==> src/sv/assert_macros.svh <==
// assertion helpers shared by the rtl files
// clocked on clock, quiet while reset is high
`ifndef ASSERT_MACROS_SVH
`define ASSERT_MACROS_SVH

// same-cycle implication
`define ASSERT_IMPL(lbl, ante, cons, msg) \
   lbl: assert property (@(posedge clock) disable iff (reset) (ante) |-> (cons)) \
      else $error(msg);

// next-cycle implication
`define ASSERT_NEXT(lbl, ante, cons, msg) \
   lbl: assert property (@(posedge clock) disable iff (reset) (ante) |=> (cons)) \
      else $error(msg);

`endif

==> src/sv/tsdrt_pkg.sv <==
`timescale 1ns / 1ps
// ----------------------------------------------------------------------------
// tsdrt_pkg
// shared sizes, stage records and run formatting for the dirty-run tracker
// ----------------------------------------------------------------------------
package tsdrt_pkg;

   localparam int ROWS         = 12;
   localparam int COLS         = 27;
   localparam int STORE_DEPTH  = ROWS * COLS;
   localparam int ADDR_W       = (STORE_DEPTH > 1) ? $clog2(STORE_DEPTH) : 1;

   localparam int OUT_DEPTH    = 4;
   localparam int OUT_PTR_W    = $clog2(OUT_DEPTH);
   localparam int OUT_CNT_W    = $clog2(OUT_DEPTH + 1);

   localparam int REQ_TDATA_W  = 24;
   localparam int RSP_TDATA_W  = 56;

   localparam logic [7:0] CH_SPACE     = 8'd32;
   localparam logic [7:0] Y_STEP       = 8'd14;
   localparam logic [7:0] Y_RED_SPLIT  = 8'd128;
   localparam logic [7:0] Y_GREEN_PEAK = 8'd96;
   localparam logic [7:0] Y_BLUE_PEAK  = 8'd192;

   // one character request as held in the input register
   typedef struct packed {
      logic [3:0] row;
      logic [4:0] start_col;
      logic [7:0] ch;
      logic       first;
      logic       last;
   } req_item_type;

   // character after position tracking, between the two stages
   typedef struct packed {
      logic              first;
      logic              last;
      logic              bad;
      logic              process;
      logic              active;
      logic [3:0]        row;
      logic [4:0]        col;
      logic [7:0]        ch;
      logic [ADDR_W-1:0] addr;
   } stg_type;

   typedef struct packed {
      logic              en;
      logic [ADDR_W-1:0] addr;
   } mem_rd_type;

   typedef struct packed {
      logic              en;
      logic [ADDR_W-1:0] addr;
      logic [7:0]        data;
   } mem_wr_type;

   typedef struct packed {
      logic [3:0] run_row;
      logic [4:0] run_start;
      logic [4:0] run_length;
      logic [7:0] pixel_y;
      logic [7:0] pixel_x;
      logic [7:0] red;
      logic [7:0] green;
      logic [7:0] blue;
      logic       bad_position;
   } rsp_item_type;

   function automatic logic [7:0] abs_diff(input logic [7:0] a, input logic [7:0] b);
      abs_diff = (a > b) ? 8'(a - b) : 8'(b - a);
   endfunction

   function automatic rsp_item_type make_run(input logic [3:0] row,
                                             input logic [4:0] start,
                                             input logic [4:0] len);
      rsp_item_type r;
      logic [7:0]   y;
      y              = 8'({4'd0, row} * Y_STEP);
      r.run_row      = row;
      r.run_start    = start;
      r.run_length   = len;
      r.pixel_y      = y;
      r.pixel_x      = {start, 3'd0};
      // 255 - x is the complement for 8-bit x
      r.red          = (y > Y_RED_SPLIT) ? y : ~y;
      r.green        = ~abs_diff(y, Y_GREEN_PEAK);
      r.blue         = ~abs_diff(y, Y_BLUE_PEAK);
      r.bad_position = 1'b0;
      make_run       = r;
   endfunction

   function automatic rsp_item_type make_bad(input logic [3:0] row,
                                             input logic [4:0] col);
      rsp_item_type r;
      r              = '0;
      r.run_row      = row;
      r.run_start    = col;
      r.bad_position = 1'b1;
      make_bad       = r;
   endfunction

endpackage

==> src/sv/tsdrt_store.sv <==
`timescale 1ns / 1ps
// ----------------------------------------------------------------------------
// tsdrt_store
// shadow character memory, one write and one registered read port per cycle,
// swept to zero after reset
// ----------------------------------------------------------------------------
`include "assert_macros.svh"
module tsdrt_store (
   input  logic                   clock,
   input  logic                   reset,
   input  tsdrt_pkg::mem_rd_type  rd,
   input  tsdrt_pkg::mem_wr_type  wr,
   output logic [7:0]             rd_data,
   output logic                   clear_done
);
   import tsdrt_pkg::*;

   logic [7:0]        mem [STORE_DEPTH];
   logic [7:0]        rd_data_ff;
   logic [ADDR_W-1:0] clr_addr_ff;
   logic [ADDR_W-1:0] clr_addr_in;
   logic              clr_busy_ff;
   logic              clr_busy_in;

   always_comb begin
      clr_addr_in = clr_addr_ff;
      clr_busy_in = clr_busy_ff;
      if (clr_busy_ff) begin
         clr_addr_in = ADDR_W'(clr_addr_ff + 1'b1);
         if (clr_addr_ff == ADDR_W'(STORE_DEPTH - 1)) begin
            clr_busy_in = 1'b0;
         end
      end
   end

   always_ff @(posedge clock) begin
      if (reset) begin
         clr_addr_ff <= '0;
         clr_busy_ff <= 1'b1;
      end else begin
         clr_addr_ff <= clr_addr_in;
         clr_busy_ff <= clr_busy_in;
      end
   end

   // write port: clearing sweep first, then character updates
   always_ff @(posedge clock) begin
      if (clr_busy_ff) begin
         mem[clr_addr_ff] <= '0;
      end else if (wr.en) begin
         mem[wr.addr] <= wr.data;
      end
   end

   always_ff @(posedge clock) begin
      if (rd.en) begin
         rd_data_ff <= mem[rd.addr];
      end
   end

   assign rd_data    = rd_data_ff;
   assign clear_done = !clr_busy_ff;

   `ASSERT_IMPL(a_no_access_while_clearing, clr_busy_ff, !rd.en && !wr.en, "store accessed during clear")

endmodule

==> src/sv/tsdrt_pos.sv <==
`timescale 1ns / 1ps
// ----------------------------------------------------------------------------
// tsdrt_pos
// cursor tracking and store address for each character, first stage
// ----------------------------------------------------------------------------
module tsdrt_pos (
   input  logic                    clock,
   input  logic                    reset,
   input  logic                    in_valid,
   input  tsdrt_pkg::req_item_type in_item,
   output tsdrt_pkg::mem_rd_type   rd,
   output logic                    stg_valid,
   output tsdrt_pkg::stg_type      stg
);
   import tsdrt_pkg::*;

   logic [3:0] cur_row_ff;
   logic [3:0] cur_row_in;
   logic [4:0] cur_col_ff;
   logic [4:0] cur_col_in;
   logic       dropping_ff;
   logic       dropping_in;
   logic       stg_valid_ff;
   stg_type    stg_ff;
   stg_type    stg_in;

   logic [3:0] row_eff;
   logic [4:0] col_eff;
   logic       bad;
   logic       drop_eff;

   always_comb begin
      bad      = in_item.first &&
                 (({1'b0, in_item.row} >= 5'(ROWS)) || (in_item.start_col >= 5'(COLS)));
      row_eff  = in_item.first ? in_item.row       : cur_row_ff;
      col_eff  = in_item.first ? in_item.start_col : cur_col_ff;
      drop_eff = in_item.first ? bad               : dropping_ff;

      stg_in.first   = in_item.first;
      stg_in.last    = in_item.last;
      stg_in.bad     = bad;
      stg_in.process = !drop_eff;
      stg_in.active  = !drop_eff && (col_eff < 5'(COLS));
      stg_in.row     = row_eff;
      stg_in.col     = col_eff;
      stg_in.ch      = in_item.ch;
      stg_in.addr    = ADDR_W'(ADDR_W'(row_eff) * ADDR_W'(COLS)) + ADDR_W'(col_eff);

      cur_row_in  = cur_row_ff;
      cur_col_in  = cur_col_ff;
      dropping_in = dropping_ff;
      if (in_valid) begin
         if (bad) begin
            dropping_in = 1'b1;
         end else begin
            cur_row_in  = row_eff;
            cur_col_in  = stg_in.active ? 5'(col_eff + 5'd1) : col_eff;
            dropping_in = drop_eff || in_item.last;
         end
      end

      rd.en   = in_valid && stg_in.active;
      rd.addr = stg_in.addr;
   end

   always_ff @(posedge clock) begin
      if (reset) begin
         cur_row_ff   <= '0;
         cur_col_ff   <= '0;
         dropping_ff  <= 1'b0;
         stg_valid_ff <= 1'b0;
      end else begin
         cur_row_ff   <= cur_row_in;
         cur_col_ff   <= cur_col_in;
         dropping_ff  <= dropping_in;
         stg_valid_ff <= in_valid;
      end
   end

   always_ff @(posedge clock) begin
      stg_ff <= stg_in;
   end

   assign stg_valid = stg_valid_ff;
   assign stg       = stg_ff;

endmodule

==> src/sv/tsdrt_run.sv <==
`timescale 1ns / 1ps
// ----------------------------------------------------------------------------
// tsdrt_run
// compare with the shadow store, update the store and gather dirty runs
// ----------------------------------------------------------------------------
`include "assert_macros.svh"
module tsdrt_run (
   input  logic                    clock,
   input  logic                    reset,
   input  logic                    stg_valid,
   input  tsdrt_pkg::stg_type      stg,
   input  logic [7:0]              rd_data,
   output tsdrt_pkg::mem_wr_type   wr,
   output logic                    push,
   output tsdrt_pkg::rsp_item_type push_item
);
   import tsdrt_pkg::*;

   logic              in_run_ff;
   logic              in_run_in;
   logic [4:0]        run_begin_ff;
   logic [4:0]        run_begin_in;
   logic              fwd_valid_ff;
   logic [ADDR_W-1:0] fwd_addr_ff;
   logic [7:0]        fwd_data_ff;

   logic [7:0]   old_ch;
   logic         same;
   logic         run_open;
   logic         emit;
   logic         wr_hit;
   logic [4:0]   col_next;
   rsp_item_type res;

   always_comb begin
      // last cycle's write has not reached the read data yet
      old_ch   = (fwd_valid_ff && (fwd_addr_ff == stg.addr)) ? fwd_data_ff : rd_data;
      same     = (stg.ch == old_ch) || ((stg.ch == CH_SPACE) && (old_ch == 8'd0));
      col_next = stg.active ? 5'(stg.col + 5'd1) : stg.col;
      run_open = in_run_ff && !stg.first;

      in_run_in    = run_open;
      run_begin_in = run_begin_ff;
      emit         = 1'b0;
      wr_hit       = 1'b0;
      res          = '0;

      if (stg.bad) begin
         emit      = 1'b1;
         res       = make_bad(stg.row, stg.col);
         in_run_in = 1'b0;
      end else if (stg.process) begin
         if (stg.active) begin
            if (same) begin
               if (run_open) begin
                  emit      = 1'b1;
                  res       = make_run(stg.row, run_begin_ff, 5'(stg.col - run_begin_ff));
                  in_run_in = 1'b0;
               end
            end else begin
               wr_hit = 1'b1;
               if (!run_open) begin
                  in_run_in    = 1'b1;
                  run_begin_in = stg.col;
               end
            end
         end
         // end of the write closes whatever is open
         if (stg.last) begin
            if (in_run_in) begin
               emit = 1'b1;
               res  = make_run(stg.row, run_begin_in, 5'(col_next - run_begin_in));
            end
            in_run_in = 1'b0;
         end
      end

      wr.en     = stg_valid && wr_hit;
      wr.addr   = stg.addr;
      wr.data   = stg.ch;
      push      = stg_valid && emit;
      push_item = res;
   end

   always_ff @(posedge clock) begin
      if (reset) begin
         in_run_ff    <= 1'b0;
         run_begin_ff <= '0;
         fwd_valid_ff <= 1'b0;
      end else begin
         if (stg_valid) begin
            in_run_ff    <= in_run_in;
            run_begin_ff <= run_begin_in;
         end
         fwd_valid_ff <= wr.en;
      end
   end

   always_ff @(posedge clock) begin
      fwd_addr_ff <= wr.addr;
      fwd_data_ff <= wr.data;
   end

   `ASSERT_NEXT(a_report_closes_run, push && !push_item.bad_position, !in_run_ff, "run left open")
   `ASSERT_IMPL(a_no_write_on_bad, push && push_item.bad_position, !wr.en, "bad start written")

endmodule

==> src/sv/tsdrt_fifo.sv <==
`timescale 1ns / 1ps
// ----------------------------------------------------------------------------
// tsdrt_fifo
// small result queue that decouples the pipeline from the response side
// ----------------------------------------------------------------------------
`include "assert_macros.svh"
module tsdrt_fifo (
   input  logic                             clock,
   input  logic                             reset,
   input  logic                             push,
   input  tsdrt_pkg::rsp_item_type          push_item,
   input  logic                             pop,
   output logic                             out_valid,
   output tsdrt_pkg::rsp_item_type          out_item,
   output logic [tsdrt_pkg::OUT_CNT_W-1:0]  count
);
   import tsdrt_pkg::*;

   rsp_item_type         entries_ff [OUT_DEPTH];
   logic [OUT_PTR_W-1:0] wr_ptr_ff;
   logic [OUT_PTR_W-1:0] wr_ptr_in;
   logic [OUT_PTR_W-1:0] rd_ptr_ff;
   logic [OUT_PTR_W-1:0] rd_ptr_in;
   logic [OUT_CNT_W-1:0] count_ff;
   logic [OUT_CNT_W-1:0] count_in;
   logic                 do_pop;

   always_comb begin
      do_pop    = pop && (count_ff != '0);
      wr_ptr_in = wr_ptr_ff;
      rd_ptr_in = rd_ptr_ff;
      if (push) begin
         wr_ptr_in = (wr_ptr_ff == OUT_PTR_W'(OUT_DEPTH - 1)) ? '0 : OUT_PTR_W'(wr_ptr_ff + 1'b1);
      end
      if (do_pop) begin
         rd_ptr_in = (rd_ptr_ff == OUT_PTR_W'(OUT_DEPTH - 1)) ? '0 : OUT_PTR_W'(rd_ptr_ff + 1'b1);
      end
      count_in = OUT_CNT_W'(count_ff + OUT_CNT_W'(push) - OUT_CNT_W'(do_pop));
   end

   always_ff @(posedge clock) begin
      if (reset) begin
         wr_ptr_ff <= '0;
         rd_ptr_ff <= '0;
         count_ff  <= '0;
      end else begin
         wr_ptr_ff <= wr_ptr_in;
         rd_ptr_ff <= rd_ptr_in;
         count_ff  <= count_in;
      end
   end

   always_ff @(posedge clock) begin
      if (push) begin
         entries_ff[wr_ptr_ff] <= push_item;
      end
   end

   assign out_valid = (count_ff != '0);
   assign out_item  = entries_ff[rd_ptr_ff];
   assign count     = count_ff;

   `ASSERT_IMPL(a_no_overflow, count_ff == OUT_CNT_W'(OUT_DEPTH), !push || do_pop, "result queue overflow")

endmodule

==> src/sv/text_screen_dirty_run_tracker.sv <==
`timescale 1ns / 1ps
// ----------------------------------------------------------------------------
// text_screen_dirty_run_tracker
// shadow text store with dirty-run detection for a character display
// ----------------------------------------------------------------------------
// usage
//   req_* carries one character per request: row and start column (used on
//   the request marked first in tuser), the character, and tlast on the
//   final character of a write. rsp_* reports one changed run per request
//   at most: row, start column, length, pixel origin and colour, or a bad
//   position report with tuser set.
// timing
//   one request per cycle sustained while rsp_tready is high. a result is
//   pushed into the output queue after the input and cursor stage registers.
//   the store is a single memory with one read and one write a cycle; a
//   write in one cycle is forwarded to the following character.
// reset
//   after reset the shadow store is swept to zero, one entry a cycle, over
//   all 324 entries; req_tready stays low until the sweep is done.
// stalls
//   a four-entry result queue absorbs rsp_tready low; req_tready drops only
//   once the queue plus the requests in flight could fill it.
// ----------------------------------------------------------------------------
`include "assert_macros.svh"
module text_screen_dirty_run_tracker (
   input  logic                                clock,
   input  logic                                reset,
   // request channel
   input  logic                                req_tvalid,
   output logic                                req_tready,
   input  logic [tsdrt_pkg::REQ_TDATA_W-1:0]   req_tdata,  // row, start_col, ch
   input  logic                                req_tuser,  // first
   input  logic                                req_tlast,  // last
   // result channel
   output logic                                rsp_tvalid,
   input  logic                                rsp_tready,
   output logic [tsdrt_pkg::RSP_TDATA_W-1:0]   rsp_tdata,  // run_row, run_start, run_length,
                                                           // pixel_y, pixel_x, red, green, blue
   output logic                                rsp_tuser   // bad_position
);
   import tsdrt_pkg::*;

   localparam int CRED_W = OUT_CNT_W + 1;

   // input register
   logic         in_valid_ff;
   req_item_type in_item_ff;
   req_item_type in_item_in;
   logic         req_take;

   // pipeline links
   mem_rd_type           rd;
   mem_wr_type           wr;
   logic [7:0]           rd_data;
   logic                 clear_done;
   logic                 stg_valid;
   stg_type              stg;
   logic                 push;
   rsp_item_type         push_item;
   rsp_item_type         out_item;
   logic [OUT_CNT_W-1:0] fifo_count;
   logic [CRED_W-1:0]    reserved;

   // every request in flight holds a queue slot until it reaches the queue
   assign reserved   = CRED_W'(fifo_count) + CRED_W'(in_valid_ff) + CRED_W'(stg_valid);
   assign req_tready = clear_done && (reserved < CRED_W'(OUT_DEPTH));
   assign req_take   = req_tvalid && req_tready;

   always_comb begin
      in_item_in.row       = req_tdata[3:0];
      in_item_in.start_col = req_tdata[8:4];
      in_item_in.ch        = req_tdata[16:9];
      in_item_in.first     = req_tuser;
      in_item_in.last      = req_tlast;
   end

   always_ff @(posedge clock) begin
      if (reset) begin
         in_valid_ff <= 1'b0;
      end else begin
         in_valid_ff <= req_take;
      end
   end

   always_ff @(posedge clock) begin
      if (req_take) begin
         in_item_ff <= in_item_in;
      end
   end

   // cursor and address stage
   tsdrt_pos u_pos (
      .clock     (clock),
      .reset     (reset),
      .in_valid  (in_valid_ff),
      .in_item   (in_item_ff),
      .rd        (rd),
      .stg_valid (stg_valid),
      .stg       (stg)
   );

   // shadow character store
   tsdrt_store u_store (
      .clock      (clock),
      .reset      (reset),
      .rd         (rd),
      .wr         (wr),
      .rd_data    (rd_data),
      .clear_done (clear_done)
   );

   // compare and run gathering stage
   tsdrt_run u_run (
      .clock     (clock),
      .reset     (reset),
      .stg_valid (stg_valid),
      .stg       (stg),
      .rd_data   (rd_data),
      .wr        (wr),
      .push      (push),
      .push_item (push_item)
   );

   // result queue
   tsdrt_fifo u_fifo (
      .clock     (clock),
      .reset     (reset),
      .push      (push),
      .push_item (push_item),
      .pop       (rsp_tready),
      .out_valid (rsp_tvalid),
      .out_item  (out_item),
      .count     (fifo_count)
   );

   assign rsp_tdata = {2'b00,
                       out_item.blue,
                       out_item.green,
                       out_item.red,
                       out_item.pixel_x,
                       out_item.pixel_y,
                       out_item.run_length,
                       out_item.run_start,
                       out_item.run_row};
   assign rsp_tuser = out_item.bad_position;

   `ASSERT_IMPL(a_credit_bound, 1'b1, reserved <= CRED_W'(OUT_DEPTH), "requests in flight exceed queue room")

endmodule

==> config.mk <==
export PLATFORM = sky130hd
export DESIGN_NAME = text_screen_dirty_run_tracker
export DESIGN_NICKNAME = d
export VERILOG_FILES = /design/src/sv/tsdrt_pkg.sv /design/src/sv/tsdrt_store.sv /design/src/sv/tsdrt_pos.sv /design/src/sv/tsdrt_run.sv /design/src/sv/tsdrt_fifo.sv /design/src/sv/text_screen_dirty_run_tracker.sv
export VERILOG_INCLUDE_DIRS = /design/src /design/src/sv
export SDC_FILE = /design/constraint.sdc
export NUM_CORES = 2
export LEC_CHECK = 0
export ABC_AREA = 1
export ABC_CLOCK_PERIOD_IN_PS = 10000
export BUFFER_PORTS_ARGS = -buffer_cell sky130_fd_sc_hd__buf_4
export CAP_MARGIN = 15
export CORE_AREA = 2 2 561 703
export DETAILED_ROUTE_END_ITERATION = 10
export DIE_AREA = 0 0 563 705
export GPL_ROUTABILITY_DRIVEN = 0
export PLACE_DENSITY = 0.48
export SLEW_MARGIN = 20
export SYNTH_ARGS = -nofsm -noshare
export SYNTH_HDL_FRONTEND = slang
export SYNTH_SLANG_ARGS = --single-unit
==> constraint.sdc <==
create_clock -name clock -period 10 [get_ports clock]
set_input_delay 2 -clock clock [delete_from_list [all_inputs] [get_ports clock]]
set_output_delay 2 -clock clock [all_outputs]
set_load 0.01 [all_outputs]
# Word level (Yosys, flattened, before mapping)
# Memories as Yosys holds them, arrays and structs flattened. A register that Yosys moved wholly into a read port is not among the register bits.
# Index checks and enable logic that the tools add are counted.
[op_classes]
add_sub_neg = 16
multipliers = 2
order_cmp = 7
n_eq_ne = 6
mux = 55
n_bitwise = 5
reduce_logical = 22
[op_table]
columns = ["operator", "count"]
rows = [
  ["2-to-1 mux 55 bit", 7],
  ["2-to-1 mux 5 bit", 8],
  ["2-to-1 mux 8 bit", 5],
  ["2-to-1 mux 1 bit", 29],
  ["NOT 8 bit", 3],
  ["> comparator 8 bit, second input constant", 2],
  ["logical AND 1 bit", 11],
  ["adder 5 x 1 -> 5 bit, second input constant", 2],
  ["subtractor 5 bit", 2],
  ["adder 9 x 1 -> 9 bit, second input constant", 1],
  ["adder 9 x 5 -> 9 bit", 1],
  ["equality test 9 bit", 1],
  ["equality test 9 bit, second input constant", 1],
  ["multiplier 4 x 5 -> 9 bit, second input constant", 1],
  ["2-to-1 mux 9 bit", 1],
  ["equality test 8 x 6 -> 1 bit, second input constant", 1],
  ["equality test 8 bit", 1],
  ["> comparator 8 x 7 -> 1 bit, second input constant", 1],
  ["logical NOT 8 bit", 1],
  ["2-to-1 mux 2 bit", 4],
  ["OR reduction 8 bit", 1],
  ["subtractor 7 x 8 -> 8 bit, first input constant", 1],
  ["subtractor 8 x 7 -> 8 bit, second input constant", 1],
  ["subtractor 8 bit, first input constant", 1],
  ["19 further kinds", 26],
]
[word_totals]
ff_bits = 103
ramBits = 2812
memories = 2
[memory_table]
columns = ["name", "depth", "word_bits", "rd", "rd_clocked_by_memory_dff", "wr", "line_no", "rtl"]
rows = [
  ["u_store.mem", 324, 8, 1, 1, 1, "tsdrt_store.sv:18", "logic [7:0] mem [STORE_DEPTH];"],
  ["u_fifo.entries_ff", 4, 55, 1, 1, 1, "tsdrt_fifo.sv:19", "rsp_item_type entries_ff [OUT_DEPTH];"],
]

# Depth between registers and ports, before layout
[logic_depth]
depth_word = 17
mapped_depth = 28
mapped_depth_nobuf = 28

# Hierarchy
# Synthesis repeated with hierarchy kept, for this count alone.
[unflattened]
cells_unflattened = 10224
area_unflattened_um2 = 120755.8
[modules_own_cells]
columns = ["module", "instances", "cells_each", "area_per_inst_um2", "seq_area_each_um2"]
rows = [
  ["tsdrt_store", 1, 8856, 106345.7, 78275.1],
  ["tsdrt_fifo", 1, 593, 8643.3, 6786.5],
  ["tsdrt_run", 1, 525, 3076.7, 480.5],
  ["tsdrt_pos", 1, 216, 2005.7, 840.8],
  ["text_screen_dirty_run_tracker", 1, 34, 684.4, 590.6],
]

# Least setup slack after synthesis
# No wires, ideal clock.
[synth_path]
kind = "reg-to-reg"
start = "reg u_pos.stg_ff (netlist bit u_pos.stg[4])"
end = "mem u_store.mem[0][0] (data pin)"
setup_time_ps = 1708
t_arrival_ps = 9339
required_ps = 8292
slack_ps = -1047
path_stages_with_launch = 18
n_path_buf = 1
period_less_slack_ps = 11047
path_cell_list = "dfxtp_1 inv_2 nand2_1 nand2_1 nor2_4 nand3_4 nand2_1 nand2_1 nand2_1 nand2_1 nand2_1 nor2_1 nand2_2 nand3_4 nor2_8 nand2_8 buf_4 nor2_1"
[synth_between]
elab_chain_len = 16
word_cells_on_any_way = 17
cone_classes = "eq/ne (2); mux (9); reduce/logical (6)"
[synth_lines]
columns = ["element", "line_no", "rtl"]
rows = [
  ["from (decl)", "tsdrt_pos.sv:24", "stg_type stg_ff;"],
  ["from (signal assigned)", "tsdrt_pos.sv:81", "stg_ff <= stg_in;"],
  ["equality test 9 bit *", "tsdrt_run.sv:37", "old_ch = (fwd_valid_ff && (fwd_addr_ff == stg.addr)) ? fwd_data_ff : rd_data;"],
  ["logical AND 1 bit *", "tsdrt_run.sv:37", ""],
  ["2-to-1 mux 8 bit *", "tsdrt_run.sv:37", ""],
  ["logical NOT 8 bit", "tsdrt_run.sv:38", "same = (stg.ch == old_ch) || ((stg.ch == CH_SPACE) && (old_ch == 8'd0));"],
  ["logical AND 1 bit", "tsdrt_run.sv:38", ""],
  ["logical OR 1 bit *", "tsdrt_run.sv:38", ""],
  ["2-to-1 mux 1 bit *", "tsdrt_run.sv:54", "if (same) begin"],
  ["2-to-1 mux 1 bit *", "tsdrt_run.sv:53", "if (stg.active) begin"],
  ["2-to-1 mux 1 bit *", "tsdrt_run.sv:52", "end else if (stg.process) begin"],
  ["2-to-1 mux 1 bit *", "tsdrt_run.sv:48", "if (stg.bad) begin"],
  ["logical AND 1 bit *", "tsdrt_run.sv:78", "wr.en = stg_valid && wr_hit;"],
  ["2-to-1 mux 1 bit *", "tsdrt_store.sv:50", "end else if (wr.en) begin"],
  ["2-to-1 mux 1 bit *", "tsdrt_store.sv:48", "if (clr_busy_ff) begin"],
  ["2-to-1 mux 1 bit (implied by the code) *", "tsdrt_store.sv:51", "mem[wr.addr] <= wr.data;"],
  ["OR reduction 8 bit (no line) *", "-", ""],
  ["2-to-1 mux 8 bit (no line) *", "-", ""],
  ["to (decl)", "tsdrt_store.sv:18", ""],
]
# Every way passes the cells marked *; elsewhere a longest branch is shown, timed or not.

==> results.cfg <==
[status]
outcome = finished, final reports clean

[sta]
layout_setup_ws_ns = 2.811
finClkSkew_ns = 0.04632
fmax_mhz = 139.1
drv_slew = 0
fin_crit_ns = 7.189
worst-slew-pin-transition_ns = 1.254
final-hold-violation-count = 0
min_period_over_period = 0.7189
slew_headroom = 0.1643
rsz0062_at_grt = false
setup_violations = 0

[clock_tree]
ctsHoldBuffers = 0
cts_made_buffers = 307
cts_num_sinks = 2901
post_cts_buffers = 0
ctsResizeCount = 0
h-tree-depth = 5
clock_latency_ns = 0.89
cts_buffer_depth = 4
cts_tree = built
clkTransAtPathRegs_ns = 0.06
root_buffer = clkbuf_16

[setup_path]
critPathMaxStageDelay_ns = 0.80
cp-end-kind = flop
arrival_ns = 7.95
path_cells = inv_1 > or2_2 > o21ai_0 > inv_1 > ha_1 > ha_1 > ha_4 > buf_4 > buf_12 > o21ai_0 > o22ai_1 > nor2_1 > o32ai_1 > o21ai_0 > o22ai_1 > nor2_1 > o21ai_0 > o21a_1
startpoint_type = flop
cp_common_cell = o21ai_0
cp_max_fo = 128
cpMaxStageDelayCell = o22ai_1
required_ns = 10.76
crit_type = flop to flop

[job]
cap_violations = 0

[die]
ioPinCount = 89
chipHeight_um = 705
start_util = 0.2989
dieArea_sq_mm = 0.3969
die_w_um = 563
rows = 257
core_sq_mm = 0.3904

[finish]
nNetsFinal = 9187
drive_gt1_frac = 0.07894
n_fill_cell = 38140
fin_area_sq_mm = 0.1323
area_delta_synth_final_pct = 13.40

[synth]
yosysWarnings = 0
synthFlopType = edfxtp_1
synth-seq-cells = 2901
synth_largest_area_cell = edfxtp_1
synth_cell_types = 60
synth_edf_count = 2815
synth_area_leaders = edfxtp_1 (72%), o21ai_0 (7.3%), nor2_1 (6.8%), o22ai_1 (3.7%), clkbuf_1 (1.9%)
syn_area_per_cell_sq_um = 12.61
syn_area_sq_mm = 0.1167
syn_inst = 9251
yosysTopAreaCellShare = 0.7245
synth.yosys.seq_area_share = 0.7393
async_reset_ff_frac = 0

[route]
wirelength_um = 349800
wire_per_inst_um = 24.11
drt-pass1-iter-count = 6
vias = 74760
viasPerCell = 5.152
drc_errors = 0
ant_nets = 0
drtIter0Drc = 6907

[grt]
grt_pass1_vias = 72540
overflow = 0
grt_max_degree = 199
grt_pass1_wl_um = 504300
grt_usage = 0.1700
antenna_found_initial = 7

[hold_path]
hold_class = flop to flop

[placement]
hpwl_um = 193600
dp_slack_ns = 2.845
placed_area_sq_mm = 0.1226
port_buffers = 75

[power_and_ir_drop]
leakagePower_uw = 0.03944
power_per_cell_area_mw_per_mm2 = 188.3
ir_worst_vdd_uv = 110.3
## logic make-up (layout without fill, tap and decap cells)
kind of cell             after synthesis  after routing  synth area share
flip-flops                          2901           2901            0.7393
AND/OR/NAND/NOR                     2737           2737           0.09390
AO/OA/AOI/OAI                       2675           2675            0.1285
buffers and inverters                852            920           0.02900
adder cells (fa/ha/maj)               64             64          0.007636
XOR/XNOR                              20             20          0.001501
other                                  1             13        0.00003214
multiplexers                           1              1        0.00009651
## worst paths after layout
kind | from | to | slack (ns) | depth (start not counted)
worst min register to register | in_item_ff[5] | u_pos.stg[12] | 0.33 | 0
worst max-delay path | in_item_ff[1] | u_store.rd_data[5] | 2.81 | 18
worst min-delay path | in_item_ff[5] | u_pos.stg[12] | 0.33 | 0
worst max register to register | in_item_ff[1] | u_store.rd_data[5] | 2.81 | 18
## layout by cell type (no fill, tap or decap), drive strengths merged, types with 12 or more instances in the layout
cell type	count
a21oi	69
nand2	392
nor2	2126
o21ai	1706
edfxtp	2815
o211ai	27
clkbuf	383
fa	12
inv	193
o32ai	34
nor3	24
bufinv	23
a211oi	15
o221ai	92
nand3	165
ha	52
dfxtp	86
or2	12
o22ai	689
clkinv	118
buf	197
## critical path: cells and delay by family (launching register included)
kind	cells	cell delay [ns]
AO/OA/AOI/OAI	8	2.84
adder cells (fa/ha/maj)	3	1.43
buffers and inverters	4	1.54
flip-flops	1	0.65
AND/OR/NAND/NOR	3	0.49
## layout make-up
| cell class | instances | area, sq um | share of cell area |
|---|---|---|---|
| antenna | 7 | 17.52 | 0.0001324 |
| clock buffer | 383 | 8159 | 0.06167 |
| inverter | 183 | 726.9 | 0.005495 |
| clock inverter | 157 | 1453 | 0.01098 |
| timing repair buffer | 197 | 1937 | 0.01464 |
| sequential | 2901 | 86250 | 0.6519 |
| tap | 5180 | 6481 | 0.04899 |
| multi-input combinational | 5503 | 27270 | 0.2062 |
## synthesized netlist by cell type (6+ instances only)
| master | count |
|---|---|
| o31ai_1 | 8 |
| nand2_2 | 11 |
| o21ai_0 | 1696 |
| nand2_4 | 15 |
| o21bai_1 | 6 |
| ha_1 | 52 |
| inv_2 | 11 |
| nand3_1 | 162 |
| nor2_8 | 8 |
| nand3b_1 | 7 |
| xnor2_1 | 9 |
| a211oi_1 | 15 |
| fa_1 | 12 |
| o21a_1 | 6 |
| inv_1 | 166 |
| buf_2 | 32 |
| dfxtp_1 | 86 |
| nor2_1 | 2112 |
| buf_6 | 13 |
| o211ai_1 | 27 |
| o22ai_1 | 689 |
| o32ai_1 | 34 |
| xor2_1 | 11 |
| nand4_1 | 7 |
| nor3_1 | 22 |
| or2_2 | 12 |
| nand2_1 | 365 |
| edfxtp_1 | 2815 |
| o221ai_1 | 92 |
| clkbuf_1 | 599 |
| buf_4 | 10 |
| a21oi_1 | 69 |
| buf_1 | 15 |
## flip-flops by register name (all words and copies together) (netlist names), named ones only
| signal | flops |
|---|---|
| u_store.mem | 2592 |
| u_fifo.entries_ff | 196 |
| u_pos.stg | 31 |
| in_item_ff | 19 |
| u_run.fwd_addr_ff | 9 |
| u_store.clr_addr_ff | 9 |
| u_run.fwd_data_ff | 8 |
| u_store.rd_data | 8 |
| u_pos.cur_col_ff | 5 |
| u_run.run_begin_ff | 5 |
| u_pos.cur_row_ff | 4 |
| u_fifo.count | 3 |
| u_fifo.rd_ptr_ff | 2 |
| u_fifo.wr_ptr_ff | 2 |
| in_valid_ff | 1 |
| u_pos.dropping_ff | 1 |
| u_pos.stg_valid | 1 |
| u_run.fwd_valid_ff | 1 |
| u_run.in_run_ff | 1 |
| u_store.clr_busy_ff | 1 |
## per-stage QoR
step | power [uW] | TNS [ns] | utilization | hold WS, ns | std cells
after detailed placement | 14110 | 0 | 0.3142 | 0.3329 | 13960
after floorplan | 13760 | -1669.21 | - | 0.3233 | 9256
final | 24920 | 0 | 0.3389 | 0.3272 | 14510
after CTS | 25170 | 0 | 0.3388 | 0.3270 | 14500
after global placement | 14100 | 0 | 0.3142 | 0.3330 | 13960
after global routing | 25640 | 0 | 0.3389 | 0.3267 | 14510
## report_power, final
| group | leakage [uW] | internal, uW | switching, uW |
|---|---|---|---|
| Sequential | 0.0237 | 13100 | 20.1 |
| Clock | 0.00470 | 6390 | 4700 |
| Combinational | 0.0110 | 235 | 429 |
| Total | 0.0394 | 19800 | 5150 |
## per-layer routing
layer	routed length (um)	track usage	up-vias
met3	19030	0.02057	541
met5	0	0	-
met4	12940	0.06250	0
met1	143400	0.2167	37990
met2	174400	0.2951	2429
li1	-	-	33800
Power figures use the tool's default switching activity.
